[src/design/rob_pkg.sv]
// shared types, field widths and codes of the raster-op blitter
// the raster-op combine function lives here too
// no dependencies
package rob_pkg;

	// default framebuffer bounds
	localparam int DEF_MAX_WIDTH  = 512;
	localparam int DEF_MAX_HEIGHT = 512;

	// fixed field widths
	localparam int PIX_W      = 32;
	localparam int ADDR_W     = 18;
	localparam int SIZE_W     = 10;
	localparam int POS_W      = 9;
	localparam int OP_W       = 3;
	localparam int ACT_W      = 2;
	localparam int CFG_IDX_W  = 3;
	localparam int CFG_DATA_W = 10;

	// item actions
	typedef enum logic [ACT_W-1:0] {
		ACT_BLIT = 2'd0,
		ACT_FILL = 2'd1,
		ACT_READ = 2'd2
	} action_t;

	// raster operations
	typedef enum logic [OP_W-1:0] {
		ROP_COPY    = 3'd0,
		ROP_OR      = 3'd1,
		ROP_AND     = 3'd2,
		ROP_XOR     = 3'd3,
		ROP_INV_DST = 3'd4,
		ROP_INV_SRC = 3'd5
	} rop_t;

	// configuration register indexes
	typedef enum logic [CFG_IDX_W-1:0] {
		CFG_LINE_WIDTH   = 3'd0,
		CFG_FRAME_HEIGHT = 3'd1,
		CFG_DEST_LEFT    = 3'd2,
		CFG_DEST_TOP     = 3'd3,
		CFG_RECT_WIDTH   = 3'd4,
		CFG_RECT_HEIGHT  = 3'd5,
		CFG_RASTER_OP    = 3'd6
	} cfg_reg_t;

	// input transaction
	typedef struct packed {
		logic [ACT_W-1:0]  action;
		logic [PIX_W-1:0]  pixel;
		logic [ADDR_W-1:0] address;
	} item_t;

	// output transaction
	typedef struct packed {
		logic [PIX_W-1:0] read_data;
		logic             rect_done;
		logic             clipped;
	} result_t;

	// raw configuration register contents
	typedef struct packed {
		logic [SIZE_W-1:0] line_width;
		logic [SIZE_W-1:0] frame_height;
		logic [POS_W-1:0]  dest_left;
		logic [POS_W-1:0]  dest_top;
		logic [SIZE_W-1:0] rect_width;
		logic [SIZE_W-1:0] rect_height;
		logic [OP_W-1:0]   raster_op;
	} cfg_t;

	// request from address generation to the read-modify-write stage
	typedef struct packed {
		logic             valid;
		logic [ACT_W-1:0] action;
		logic [PIX_W-1:0] pixel;
		logic             clipped;
		logic             done;
	} req_t;

	// new destination pixel; unknown ops keep the destination
	function automatic logic [PIX_W-1:0] rop_combine(input logic [OP_W-1:0] op,
		input logic [PIX_W-1:0] src, input logic [PIX_W-1:0] dst);
		logic [PIX_W-1:0] res;
		unique case (rop_t'(op))
			ROP_COPY:    res = src;
			ROP_OR:      res = dst | src;
			ROP_AND:     res = dst & src;
			ROP_XOR:     res = dst ^ src;
			ROP_INV_DST: res = ~dst;
			ROP_INV_SRC: res = ~src;
			default:     res = dst;
		endcase
		return res;
	endfunction

endpackage

[src/design/rob_cfg.sv]
// configuration registers of the raster-op blitter with write decode
// a valid write also restarts the rectangle counters
// depends on rob_pkg
module rob_cfg (
	input  logic                             clk,
	input  logic                             arst_n,
	input  logic                             cfg_wr_en,
	input  logic [rob_pkg::CFG_IDX_W-1:0]    cfg_index,
	input  logic [rob_pkg::CFG_DATA_W-1:0]   cfg_wdata,
	output rob_pkg::cfg_t                    cfg,
	output logic                             cfg_clear
);

	rob_pkg::cfg_t cfg_q;

	// index decode
	always_comb begin
		unique case (rob_pkg::cfg_reg_t'(cfg_index))
			rob_pkg::CFG_LINE_WIDTH,
			rob_pkg::CFG_FRAME_HEIGHT,
			rob_pkg::CFG_DEST_LEFT,
			rob_pkg::CFG_DEST_TOP,
			rob_pkg::CFG_RECT_WIDTH,
			rob_pkg::CFG_RECT_HEIGHT,
			rob_pkg::CFG_RASTER_OP: cfg_clear = cfg_wr_en;
			default:                cfg_clear = 1'b0;
		endcase
	end

	// register file
	always_ff @(posedge clk or negedge arst_n) begin
		if (!arst_n) begin
			cfg_q.line_width   <= rob_pkg::SIZE_W'(512);
			cfg_q.frame_height <= rob_pkg::SIZE_W'(512);
			cfg_q.dest_left    <= '0;
			cfg_q.dest_top     <= '0;
			cfg_q.rect_width   <= rob_pkg::SIZE_W'(1);
			cfg_q.rect_height  <= rob_pkg::SIZE_W'(1);
			cfg_q.raster_op    <= rob_pkg::ROP_COPY;
		end else if (cfg_wr_en) begin
			unique case (rob_pkg::cfg_reg_t'(cfg_index))
				rob_pkg::CFG_LINE_WIDTH:   cfg_q.line_width   <= cfg_wdata;
				rob_pkg::CFG_FRAME_HEIGHT: cfg_q.frame_height <= cfg_wdata;
				rob_pkg::CFG_DEST_LEFT:    cfg_q.dest_left    <= cfg_wdata[rob_pkg::POS_W-1:0];
				rob_pkg::CFG_DEST_TOP:     cfg_q.dest_top     <= cfg_wdata[rob_pkg::POS_W-1:0];
				rob_pkg::CFG_RECT_WIDTH:   cfg_q.rect_width   <= cfg_wdata;
				rob_pkg::CFG_RECT_HEIGHT:  cfg_q.rect_height  <= cfg_wdata;
				rob_pkg::CFG_RASTER_OP:    cfg_q.raster_op    <= cfg_wdata[rob_pkg::OP_W-1:0];
				default: begin
				end
			endcase
		end
	end

	assign cfg = cfg_q;

endmodule

[config.mk]
export PLATFORM = sky130hd
export DESIGN_NAME = rob_cfg
export DESIGN_NICKNAME = d
export VERILOG_FILES = /design/src/design/rob_pkg.sv /design/src/design/rob_cfg.sv
export SDC_FILE = /design/constraint.sdc
export NUM_CORES = 1
export LEC_CHECK = 0
export BUFFER_PORTS_ARGS = -buffer_cell sky130_fd_sc_hd__buf_2
export CORE_MARGIN = 4
export CORE_UTILIZATION = 45
export CTS_CLUSTER_SIZE = 24
export DETAILED_ROUTE_END_ITERATION = 6
export PLACE_DENSITY = 0.82
export SLEW_MARGIN = 20
export SYNTH_ARGS = -nofsm -noshare
export SYNTH_HDL_FRONTEND = slang
export SYNTH_SLANG_ARGS = --single-unit
[constraint.sdc]
create_clock -name clk -period 0.8 [get_ports clk]
set_input_delay 0.16 -clock clk [delete_from_list [all_inputs] [get_ports clk]]
set_output_delay 0.16 -clock clk [all_outputs]
set_load 0.01 [all_outputs]
# Word-level counts from Yosys, hierarchy flattened
# Cells that the tools add are included.
[totals]
wordCells = 23
out_inout_bits = 62
latchBits = 0
rom_bits = 0
ramBits = 0
ff_bits = 61
n_memories = 0
[classes]
n_reduce_logical = 9
multipliers = 0
muxes = 1
n_eq_ne = 6
order_cmp = 0
n_shift = 0
add_sub_neg = 0
n_bitwise = 0
div = 0
[op_table]
columns = ["cell", "n"]
rows = [
  ["AND reduction 2 bit", 7],
  ["== test 3 bit (second input constant)", 3],
  ["OR reduction 7 bit", 1],
  ["== test 3 x 2 -> 1 bit (second input constant)", 2],
  ["== test 3 x 1 -> 1 bit (second input constant)", 1],
  ["zero test 3 bit", 1],
  ["2-to-1 mux 1 bit", 1],
]

# Depth between registers and ports, before layout
[depth]
word_depth = 3
ltp_mapped = 3

# Worst setup path before layout
# OpenSTA, ideal clock, no wires.
[synth_timing]
path_type = "in2reg"
startpoint = "input cfg_index[2] (netlist bit)"
endpoint = "register cfg_q, in the netlist cfg[51]"
arrival_time_ns = 0.925
slack_ns = -0.250
n_path_buf = 1
required_ns = 0.675
stages = 3
setup_ns = 0.125
path_cell_list = "nor4b_2 > buf_4 > mux2_2"
[synth_via]
elab_chain_len = 2
[synth_lines]
columns = ["item", "line", "source"]
rows = [
  ["start, declared", "rob_cfg.sv:8", "input logic [rob_pkg::CFG_IDX_W-1:0] cfg_index,"],
  ["zero test 3 bit", "rob_cfg.sv:41", "unique case (rob_pkg::cfg_reg_t'(cfg_index))"],
  ["AND reduction 2 bit (no source line)", "-", ""],
  ["end, declared", "rob_cfg.sv:14", "rob_pkg::cfg_t cfg_q;"],
]
# No other way between the ends.
# A chain may end at the register's enable or synchronous reset.

# Final worst setup path
[layout_timing]
startpoint = "register cfg_q, in the netlist cfg[60]"
endpoint = "output cfg[60] (netlist bit)"
[layout_lines]
columns = ["item", "line", "source"]
rows = [
  ["end, declared", "rob_cfg.sv:10", "output rob_pkg::cfg_t cfg,"],
]
# No word-level cell between the ends.

==> impl_metrics.ini <==
[status]
status = complete, but fails checks
violations = setup timing

[place]
numPortBuffers = 77
dpl.hpwl_um = 3870
dp_cells = 293
gp_congestion = 0.742
dpl-instance-area_um2 = 3120

[sta]
final_max_slew_viol_count = 0
fin_ws_ns = -0.332
rsz0062_at_grt = true
fin_skew_ns = 0
max-slew-margin-rel_pct = 80.4
finalSetupViolations = 105
hold_viol = 0
period_needed_ns = 1.13
tightest_slew_ns = 0.293
clock.fmax_mhz = 884
post-route-period-util_pct = 141

[cells_and_area]
largest_reg_flops = 61
syn_to_final_growth_pct = 60.7
final_common_cell = dfrtp_1
num_antenna_cells = 0
layout_common_cells = 57 x dfrtp_1, 54 x buf_2, 46 x buf_6
final_cell_count_no_fill = 344
fin_area_um2 = 3970
fin_util_pct = 76.2
drive_above_1_share_pct = 77.0
n_fill_cell = 307
nets = 285

[floorplanning]
io_pins = 78
initial_utilization_pct = 47.4
fp.dieArea_um2 = 6730
core_um2 = 5200
die_x_um = 82.1
row_count = 26
fp.dieH_um = 82.1

[critical_path]
path_class = reg2out
cpPeakStageDelay_ns = 0.54
worstReg2RegStart = cfg[53]
critical_path.endpoint_type = output port
crit_family = flip-flops
r2r-end = cfg[53]
r2r_cells = 2
slowest_stage = dfstp_2
critPathBufInv = 1
crit_fanout = 2
rrSetupSlack_ns = -0.12
critPathLaunchType = flip-flop
path_cells = buf_6
cp.arrival_ns = 0.97
worstPathRequired_ns = 0.64

[detailed_routing]
wire_per_inst_um = 19.5
vias = 1709
ant_nets = 0
viasPerCell = 4.97
drt-initial-drc-count = 36
drt_first_pass_iters = 4
routed_wl_um = 6700
drc = 0

[clock_network]
ctsRootBufferMaster = clkbuf_8
insertion_delay_ns = 0.33
h-tree-depth = 3
cts_sinks = 61
cts_buffers = 9
ctsLongestPathBuffers = 2
cts_tree = built
path_clk_slew_ns = 0.06

[min_path]
holdPathEnd = cfg[22]
hp-class = in2reg
whs_path_depth = 2
worstHoldStart = cfg_wdata[9]

[yosys]
yosysUniqueCellTypes = 13
syn-num-nets = 152
ys_seq_area_share_pct = 62.0
ys_ff_latch = 61
synth_area_per_cell_um2 = 18.2
synth_cells = 136
syn-cell-area_um2 = 2470
yosysWarnings = 0

[global_route]
grt_pass1_wl_um = 9630
grt_usage_pct = 20.0
antenna_found_initial = 0
grt_max_degree = 31
grt_overflow = 0
first_global_vias = 1801

[pwr]
pwr_density_cell_nw_per_um2 = 2710
ir_worst_vdd_mv = 1.37
leakage_nw = 1.96
finalPower_mw = 10.7

[run]
drv_cap = 0
-- worst max path at each step --
stage,endpoint,from,depth (start not counted)
floorplan,cfg[51],cfg_index[2],3
global placement,cfg[59],cfg_index[2],4
detailed placement,cfg[57],cfg_index[2],4
CTS,cfg[13],cfg[13],1
global route,cfg[60],cfg[60],1
finish,cfg[60],cfg[60],1
-- routing by layer --
metal	global-route usage [%]	share of wire (%)	vias up
li1	-	-	766
met1	24.6	41	884
met2	32.6	52	52
met3	7.13	5.3	7
met4	6.98	1.1	0
met5	0	0	-
-- final cells by class --
class                      instances  area, um2  area share (%)
clock buffer                      12        155            3.91
clock inverter                     4       70.1            1.77
inverter                           1       6.26           0.158
multi-input combinational         70       1000            25.2
sequential                        61       1530            38.6
tap                               70       87.6            2.21
timing repair buffer             126       1120            28.1
-- metrics by stage --
stage	hold slack [ns]	TNS (ns)	worst slack, ns
detailed placement	0.0460	-24.94	-0.467
floorplan	-0.136	-8.53	-0.232
CTS	0.0977	-16.88	-0.354
global placement	0.0431	-23.98	-0.443
global route	0.108	-19.87	-0.361
finish	0.120	-17.22	-0.332
-- synth_stat cells, drive strengths merged --
master,instances,area share [%]
and4bb,3,1.5
nand4b,3,1.3
a31oi,1,0.25
dfrtp,57,58
inv,1,0.15
buf,5,1.9
mux2,61,32
dfstp,4,4.3
nor4b,1,0.61
-- power by group --
part	internal [mW]	switching [mW]
registers	3.80	0.471
clock network	1.92	1.19
logic	2.15	1.20
-- what timing repair did --
action / CTS / global route
buffers inserted: 21 / 20
pin swaps: 3 / 2
resized for setup: 33 / 41
endpoints found under the hold margin: 42 / 0
setup endpoints to repair: 110 / 109
cloned: 2 / 0
hold buffers: 1 / 0
-- cells by family (layout without fill, tap and decap cells) --
family	count (synthesis)	after routing	share of synthesized area [%]
compound gates	1	1	0.254
buf+inv	6	143	2.03
mux	61	61	32.2
flops	61	61	62.0
simple gates	7	8	3.45
No activity file was read; power rests on OpenSTA's default activity.
