<file path="config.mk">
export PLATFORM = sky130hd
export DESIGN_NAME = rob_addr_gen
export DESIGN_NICKNAME = d
export VERILOG_FILES = /design/src/design/rob_pkg.sv /design/src/design/rob_addr_gen.sv
export SDC_FILE = /design/constraint.sdc
export NUM_CORES = 1
export LEC_CHECK = 0
export BUFFER_PORTS_ARGS = -buffer_cell sky130_fd_sc_hd__clkbuf_2
export CORE_AREA = 2 2 147 178
export DETAILED_ROUTE_END_ITERATION = 7
export DIE_AREA = 0 0 149 180
export PLACE_DENSITY = 0.7
export SETUP_SLACK_MARGIN = 0.2
export SLEW_MARGIN = 20
export SYNTH_ARGS = -nofsm -noshare
export SYNTH_HDL_FRONTEND = slang
export SYNTH_SLANG_ARGS = --single-unit
</file>
<file path="constraint.sdc">
create_clock -name clk -period 17.8 [get_ports clk]
set_input_delay 0.89 -clock clk [delete_from_list [all_inputs] [get_ports clk]]
set_output_delay 0.89 -clock clk [all_outputs]
set_load 0.01 [all_outputs]
</file>
<file path="src/design/rob_pkg.sv">
// shared types, field widths and codes of the raster-op blitter
// the raster-op combine function lives here too
// no dependencies
package rob_pkg;

	// default framebuffer bounds
	localparam int DEF_MAX_WIDTH  = 512;
	localparam int DEF_MAX_HEIGHT = 512;

	// fixed field widths
	localparam int PIX_W      = 32;
	localparam int ADDR_W     = 18;
	localparam int SIZE_W     = 10;
	localparam int POS_W      = 9;
	localparam int OP_W       = 3;
	localparam int ACT_W      = 2;
	localparam int CFG_IDX_W  = 3;
	localparam int CFG_DATA_W = 10;

	// item actions
	typedef enum logic [ACT_W-1:0] {
		ACT_BLIT = 2'd0,
		ACT_FILL = 2'd1,
		ACT_READ = 2'd2
	} action_t;

	// raster operations
	typedef enum logic [OP_W-1:0] {
		ROP_COPY    = 3'd0,
		ROP_OR      = 3'd1,
		ROP_AND     = 3'd2,
		ROP_XOR     = 3'd3,
		ROP_INV_DST = 3'd4,
		ROP_INV_SRC = 3'd5
	} rop_t;

	// configuration register indexes
	typedef enum logic [CFG_IDX_W-1:0] {
		CFG_LINE_WIDTH   = 3'd0,
		CFG_FRAME_HEIGHT = 3'd1,
		CFG_DEST_LEFT    = 3'd2,
		CFG_DEST_TOP     = 3'd3,
		CFG_RECT_WIDTH   = 3'd4,
		CFG_RECT_HEIGHT  = 3'd5,
		CFG_RASTER_OP    = 3'd6
	} cfg_reg_t;

	// input transaction
	typedef struct packed {
		logic [ACT_W-1:0]  action;
		logic [PIX_W-1:0]  pixel;
		logic [ADDR_W-1:0] address;
	} item_t;

	// output transaction
	typedef struct packed {
		logic [PIX_W-1:0] read_data;
		logic             rect_done;
		logic             clipped;
	} result_t;

	// raw configuration register contents
	typedef struct packed {
		logic [SIZE_W-1:0] line_width;
		logic [SIZE_W-1:0] frame_height;
		logic [POS_W-1:0]  dest_left;
		logic [POS_W-1:0]  dest_top;
		logic [SIZE_W-1:0] rect_width;
		logic [SIZE_W-1:0] rect_height;
		logic [OP_W-1:0]   raster_op;
	} cfg_t;

	// request from address generation to the read-modify-write stage
	typedef struct packed {
		logic             valid;
		logic [ACT_W-1:0] action;
		logic [PIX_W-1:0] pixel;
		logic             clipped;
		logic             done;
	} req_t;

	// new destination pixel; unknown ops keep the destination
	function automatic logic [PIX_W-1:0] rop_combine(input logic [OP_W-1:0] op,
		input logic [PIX_W-1:0] src, input logic [PIX_W-1:0] dst);
		logic [PIX_W-1:0] res;
		unique case (rop_t'(op))
			ROP_COPY:    res = src;
			ROP_OR:      res = dst | src;
			ROP_AND:     res = dst & src;
			ROP_XOR:     res = dst ^ src;
			ROP_INV_DST: res = ~dst;
			ROP_INV_SRC: res = ~src;
			default:     res = dst;
		endcase
		return res;
	endfunction

endpackage

</file>
<file path="src/design/rob_addr_gen.sv">
// rectangle counters, clipping and pixel address generation
// accept stage computes coordinates, stage 1 forms the linear address
// depends on rob_pkg
module rob_addr_gen #(
	parameter  int MAX_WIDTH  = rob_pkg::DEF_MAX_WIDTH,
	parameter  int MAX_HEIGHT = rob_pkg::DEF_MAX_HEIGHT,
	localparam int AW         = $clog2(MAX_WIDTH * MAX_HEIGHT),
	localparam int TW         = $clog2(MAX_WIDTH * MAX_HEIGHT + 1)
) (
	input  logic           clk,
	input  logic           arst_n,
	input  rob_pkg::cfg_t  cfg,
	input  logic           cfg_clear,
	input  logic           adv,
	input  logic           accept,
	input  rob_pkg::item_t item,
	output rob_pkg::req_t  req,
	output logic [AW-1:0]  req_addr,
	output logic [TW-1:0]  req_total
);

	localparam int COLW = $clog2(MAX_WIDTH);
	localparam int ROWW = $clog2(MAX_HEIGHT);
	localparam int WW   = $clog2(MAX_WIDTH + 1);
	localparam int HW   = $clog2(MAX_HEIGHT + 1);
	localparam int WCW  = (rob_pkg::SIZE_W > WW) ? rob_pkg::SIZE_W : WW;
	localparam int HCW  = (rob_pkg::SIZE_W > HW) ? rob_pkg::SIZE_W : HW;
	localparam int XW   = ((COLW > rob_pkg::POS_W) ? COLW : rob_pkg::POS_W) + 1;
	localparam int YW   = ((ROWW > rob_pkg::POS_W) ? ROWW : rob_pkg::POS_W) + 1;
	localparam int PRW  = YW + WW;
	localparam int TCW  = (WW + HW > rob_pkg::ADDR_W) ? WW + HW : rob_pkg::ADDR_W;

	// size saturation into 1..max
	function automatic logic [WW-1:0] clamp_w(input logic [rob_pkg::SIZE_W-1:0] v);
		logic [WCW-1:0] vx;
		logic [WW-1:0]  r;
		vx = WCW'(v);
		if (vx == '0)
			r = WW'(1);
		else if (vx > WCW'(MAX_WIDTH))
			r = WW'(MAX_WIDTH);
		else
			r = WW'(vx);
		return r;
	endfunction

	function automatic logic [HW-1:0] clamp_h(input logic [rob_pkg::SIZE_W-1:0] v);
		logic [HCW-1:0] vx;
		logic [HW-1:0]  r;
		vx = HCW'(v);
		if (vx == '0)
			r = HW'(1);
		else if (vx > HCW'(MAX_HEIGHT))
			r = HW'(MAX_HEIGHT);
		else
			r = HW'(vx);
		return r;
	endfunction

	logic [WW-1:0]   w, rw;
	logic [HW-1:0]   h, rh;
	logic [COLW-1:0] col_q;
	logic [ROWW-1:0] row_q;
	logic [COLW:0]   col_inc;
	logic [ROWW:0]   row_inc;
	logic            col_wrap, row_wrap, blit_in;
	logic [XW-1:0]   x0;
	logic [YW-1:0]   y0;
	logic            clip0;

	logic                            v_s1;
	logic [rob_pkg::ACT_W-1:0]       act_s1;
	logic [rob_pkg::PIX_W-1:0]       pixel_s1;
	logic [rob_pkg::ADDR_W-1:0]      address_s1;
	logic [XW-1:0]                   x_s1;
	logic [YW-1:0]                   y_s1;
	logic                            bclip_s1;
	logic                            done_s1;

	logic [PRW-1:0] prod, sum;
	logic [TCW-1:0] total;
	logic           rclip;

	// effective sizes
	assign w  = clamp_w(cfg.line_width);
	assign h  = clamp_h(cfg.frame_height);
	assign rw = clamp_w(cfg.rect_width);
	assign rh = clamp_h(cfg.rect_height);

	// destination coordinates and wrap of the running counters
	assign blit_in  = rob_pkg::action_t'(item.action) == rob_pkg::ACT_BLIT;
	assign col_inc  = (COLW+1)'(col_q) + (COLW+1)'(1);
	assign row_inc  = (ROWW+1)'(row_q) + (ROWW+1)'(1);
	assign col_wrap = col_inc >= (COLW+1)'(rw);
	assign row_wrap = row_inc >= (ROWW+1)'(rh);
	assign x0       = XW'(cfg.dest_left) + XW'(col_q);
	assign y0       = YW'(cfg.dest_top) + YW'(row_q);
	assign clip0    = (x0 >= XW'(w)) || (y0 >= YW'(h));

	// rectangle counters
	always_ff @(posedge clk or negedge arst_n) begin
		if (!arst_n) begin
			col_q <= '0;
			row_q <= '0;
		end else if (cfg_clear) begin
			col_q <= '0;
			row_q <= '0;
		end else if (accept && blit_in) begin
			if (col_wrap) begin
				col_q <= '0;
				row_q <= row_wrap ? '0 : ROWW'(row_inc);
			end else begin
				col_q <= COLW'(col_inc);
			end
		end
	end

	// stage 1 valid
	always_ff @(posedge clk or negedge arst_n) begin
		if (!arst_n)
			v_s1 <= 1'b0;
		else if (adv)
			v_s1 <= accept;
	end

	// stage 1 payload
	always_ff @(posedge clk) begin
		if (adv && accept) begin
			act_s1     <= item.action;
			pixel_s1   <= item.pixel;
			address_s1 <= item.address;
			x_s1       <= x0;
			y_s1       <= y0;
			bclip_s1   <= clip0;
			done_s1    <= blit_in && col_wrap && row_wrap;
		end
	end

	// linear address, buffer size and read bound
	assign prod  = PRW'(y_s1) * PRW'(w);
	assign sum   = prod + PRW'(x_s1);
	assign total = TCW'(w) * TCW'(h);
	assign rclip = TCW'(address_s1) >= total;

	always_comb begin
		req.valid  = v_s1;
		req.action = act_s1;
		req.pixel  = pixel_s1;
		req.done   = done_s1;
		unique case (rob_pkg::action_t'(act_s1))
			rob_pkg::ACT_BLIT: begin
				req.clipped = bclip_s1;
				req_addr    = AW'(sum);
			end
			rob_pkg::ACT_READ: begin
				req.clipped = rclip;
				req_addr    = AW'(address_s1);
			end
			default: begin
				req.clipped = 1'b0;
				req_addr    = AW'(sum);
			end
		endcase
	end

	assign req_total = TW'(total);

endmodule

</file>
* Word level (Yosys, flattened, before mapping)
Index checks and enable logic that the tools add are counted.
** Storage, ports and cells
- Bits in registers :: 93
- Input port bits :: 118
- Output and inout bits :: 74
- Logic and storage cells :: 58
** Operators by class
- $add $sub $neg :: 5
- Multipliers :: 2
- $lt $le $gt $ge :: 9
- Equality and inequality tests :: 1
- Mux-type cells :: 17
- Reductions and logical operators :: 14
** Operators with widths (count)
- $mux 10 :: 8
- $mux 9 :: 7
- $ge 10x10->1 :: 4
- $gt 10x10->1 const B :: 4
- $logic_not 10->1 :: 4
- $add 9x1->10 const B :: 2
- $add 9x9->10 :: 2
- $ge 18x20->1 :: 1
- $mul 10x10->20 :: 1
- $add 18x10->18 :: 1
- $mul 10x10->18 :: 1
- $mux 18 :: 1
- $logic_and 1x1->1 :: 4
- $logic_not 2->1 :: 2
- $reduce_bool 2->1 :: 2
- $eq 2x2->1 const B :: 1
- $pmux 1 s2 :: 1
- $reduce_and 2->1 :: 1
- $logic_or 1x1->1 :: 1

* Logic depth before layout (Yosys ltp)
- Depth after elaboration :: 8
- Gate-level depth with buffers :: 30
- Mapped depth without buffers :: 28

* Worst setup path after synthesis
Ideal clock, no wire load.
- Kind :: input port to output port
- From :: input port cfg[52] in the netlist's numbering
- To :: output port req[1] in the netlist's numbering
- Arrival :: 7318 ps
- Required time :: 16910 ps
- Slack :: 9592 ps
- Stages :: 30
- Buffers on the path :: 2
- Cell sequence :: nor4_1 -> nand3_1 -> nand2_1 -> and2_1 -> clkbuf_1 -> clkbuf_1 -> nand2_1 -> fa_1 -> inv_1 -> fa_1 -> inv_1 -> fa_1 -> inv_1 -> fa_1 -> inv_1 -> fa_1 -> inv_1 -> ha_1 -> and2_4 -> a221o_1 -> a21o_2 -> o311a_1 -> o21ai_0 -> nand2b_1 -> xnor2_1 -> ha_1 -> nor3_1 -> o21ai_0 -> nor4_1 -> o41ai_2
** RTL lines
- start: declaration :: line rob_addr_gen.sv:12 : input rob_pkg::cfg_t cfg,
- end: declaration :: line rob_addr_gen.sv:17 : output rob_pkg::req_t req,

==> flow_summary_export.csv <==
group,metric,value,unit
global_route,overflow,0,
worst_setup_path,r2r-start,"col_q[0]",
pwr,p_leak,7.09,nW
timing,max_freq,105,MHz
cells_and_area,nets,1900,
drt,post_drt_via_cell_ratio,5.35,
clocking,cts-hold-fix-buffers,0,
timing,hold_viol,0,
global_route,grt_pass1_wl,49200,um
cells_and_area,diodes,0,
logic_synthesis,synth.yosys.seq_area_share,22.2,%
placement,post-place-ws,8.25,ns
logic_synthesis,synth_ff_type,"edfxtp_1",
floorplanning,ios,192,
worst_setup_path,reg2reg_setup_slack,14.62,ns
logic_synthesis,synth_top_cell_by_area,"fa_1",
worst_setup_path,endpoint_kind,"output pin",
floorplanning,fp.dieArea,26800,um^2
floorplanning,coreArea,25100,um^2
logic_synthesis,syn_nets,1727,
worst_setup_path,critPathLaunchType,"input port",
pwr,combPwrFrac,56.4,%
worst_setup_path,cp_max_fo,15,
drt,wl_met1,11900,um
drt,wl_met3,1650,um
worst_setup_path,cp_slowest_stage_delay,0.65,ns
logic_synthesis,async_reset_ff_share,20.4,%
global_route,track_usage,23.3,%
flow_run,cap_violations,0,
placement,portBuffers,188,
floorplanning,start_util,48.3,%
global_route,grt_pass1_vias,9827,
timing,period_needed,9.56,ns
placement,dp_hpwl,25300,um
worst_setup_path,worstSetupPathType,"in -> out",
timing,drv_slew,0,
floorplanning,die_h,180,um
timing,worstMarginPinSlew,0.989,ns
timing,setup_ws,8.24,ns
global_route,antenna_found_initial,0,
timing,finalClockSkew,0.00622,ns
clocking,cts.path.max_buffers,2,
placement,gp_congestion,0.883,
clocking,cts_max_level,3,
logic_synthesis,netlist_top_cells_area,"fa_1 22%, ha_1 19%, edfxtp_1 18%",
logic_synthesis,syn_area,12200,um^2
drt,routed-wl-met2,15800,um
clocking,clockRootBuffer,"clkbuf_16",
logic_synthesis,synth_edf_count,74,
pwr,p_int,0.597,mW
worst_setup_path,cp_slowest_cell,"and2_1",
timing,rsz0062_at_grt,"no",
pwr,ir_drop,0.0616,mV
worst_hold_path,hold_class,"in -> async",
worst_setup_path,worstPathRequired,16.91,ns
timing,relSlewSlack,34.1,%
clocking,cts_sinks,93,
clocking,postCtsSetupBuffers,0,
timing,finalCritPeriodShare,53.7,%
drt,drc,0,
pwr,p_sw_share,42.9,%
clocking,insertion_delay,0.35,ns
pwr,power_density,76.1,nW/um^2
drt,wl,30500,um
drt,post_drt_wl_per_cell,17.0,um
timing,setup_viol,0,
pwr,power_switching,0.449,mW
cells_and_area,post_route_cells_drive_above_1_share,15.2,%
cells_and_area,syn_to_final_growth,12.9,%
pwr,p_clk_share,18.0,%
drt,drtIter0Drc,422,
timing,setup_tns,0,ns
worst_setup_path,crit_family,"adder cells",
worst_setup_path,crit_arrival,8.67,ns
logic_synthesis,ys_seq_elements,93,
drt,top_layer,"met4",
clocking,cts_made_buffers,9,
worst_setup_path,r2r-end,"bclip_s1",
pwr,seq_power_share,25.6,%
floorplanning,die_x,149,um
logic_synthesis,synthDistinctLibCells,58,
worst_setup_path,reg2regPathDepth,13,
worst_setup_path,crit_buf_inv,7,
logic_synthesis,syn_area_per_cell,9.41,um^2
drt,vias,9621,
floorplanning,num_rows,64,
logic_synthesis,netlist_instances,1292,
run_status,status,"finished clean",
logic_synthesis,yosys.area.top_type_share,22.2,%
logic_synthesis,ys_warn_count,0,
clocking,clkSlewWorstSetupHoldPaths,0.07,ns
clocking,ctsResizeCount,0,
clocking,cts_tree,"yes",
drt,firstDrtPassIters,5,
global_route,grt_max_degree,75,
drt,ant_nets,0,
==> synthesized netlist by cell type, drive strengths merged (19+ instances only) <==
master and n:
a21oi 53, edfxtp 74, xor2 25, xnor2 35
nand2 166, o21ai 52, fa 135, clkbuf 25
and2 38, nor2b 21, inv 196, ha 182
nor2 93, dfrtp 19
==> metal layers <==
layer / track usage [%] / vias to the layer above
met5: 0 / -
met4: 9.03 / 0
met3: 2.77 / 64
met2: 41.3 / 283
met1: 28.9 / 4674
li1: - / 4600
==> stage by stage <==
stage | utilization [%] | instance area (um^2) | hold slack [ns] | instances | power (mW)
3_5_place_dp | 53.4 | 13400 | 0.502 | 1784 | 0.863
5_1_grt | 54.6 | 13700 | 0.539 | 1800 | 1.13
2_1_floorplan | - | 12200 | 0.482 | 1292 | 0.670
6_report | 54.6 | 13700 | 0.494 | 1800 | 1.05
4_1_cts | 54.6 | 13700 | 0.508 | 1800 | 1.06
3_3_place_gp | 53.4 | 13400 | 0.494 | 1784 | 0.851
==> logic make-up after synthesis <==
| family | Yosys count | share of synthesized area [%] |
|---|---|---|
| DFF | 93 | 22.2 |
| xor gates and xnor gates | 60 | 4.32 |
| AOI/OAI and AO/OA | 189 | 10.0 |
| buffers and inverters | 239 | 7.44 |
| and+or+nand+nor | 390 | 14.7 |
| muxes | 4 | 0.340 |
| adders and majority gates | 317 | 41.0 |
==> power by group through the flow <==
stage               combinational (mW)  clock [mW]  sequential [mW]
floorplan                        0.403           0            0.267
global placement                 0.579           0            0.271
detailed placement               0.591           0            0.272
CTS                              0.597       0.190            0.267
global route                     0.666       0.196            0.269
finish                           0.590       0.188            0.268
==> worst max path at each step <==
| stage | end | from | depth (start not counted) | slack [ns] |
|---|---|---|---|---|
| after global routing | req[1] | cfg[57] | 30 | 7.73 |
| after global placement | req[1] | cfg[57] | 30 | 8.34 |
| after CTS | req[1] | cfg[57] | 30 | 8.22 |
| after detailed placement | req[1] | cfg[57] | 30 | 8.25 |
| final | req[1] | cfg[57] | 30 | 8.24 |
| after floorplan | req[1] | cfg[52] | 30 | 9.59 |
==> flip-flops by register name, indices dropped and copies added, names as in the netlist <==
register	cells
row_q	9
y_s1	10
pixel_s1	32
col_q	9
v_s1	1
address_s1	18
act_s1	2
done_s1	1
x_s1	10
bclip_s1	1
==> cell type report <==
| cell class | instances | area [um^2] |
|---|---|---|
| Clock buffer | 9 | 225 |
| Clock inverter | 7 | 67.6 |
| Fill cell | 2296 | 11400 |
| Inverter | 205 | 769 |
| Multi-Input combinational cell | 960 | 8560 |
| Sequential cell | 93 | 2700 |
| Tap cell | 330 | 413 |
| Timing Repair Buffer | 196 | 1000 |
==> layout by cell type (no fill, tap or decap), types with 4 or more instances in the layout <==
cell type,count
a211oi_1,10
a21o_1,14
a21oi_1,53
a31oi_1,4
and2_1,36
and3_1,16
buf_4,8
clkbuf_16,9
clkbuf_2,188
clkinv_1,9
dfrtp_1,19
edfxtp_1,74
fa_1,135
ha_1,182
inv_1,196
nand2_1,166
nand2b_1,17
nand3_1,13
nand4_1,4
nor2_1,93
nor2b_1,21
nor3_1,6
nor4_1,7
o21a_1,10
o21ai_0,52
o21bai_1,12
o2bb2ai_1,4
xnor2_1,35
xor2_1,25
No activity file was read; power rests on OpenSTA's default activity.
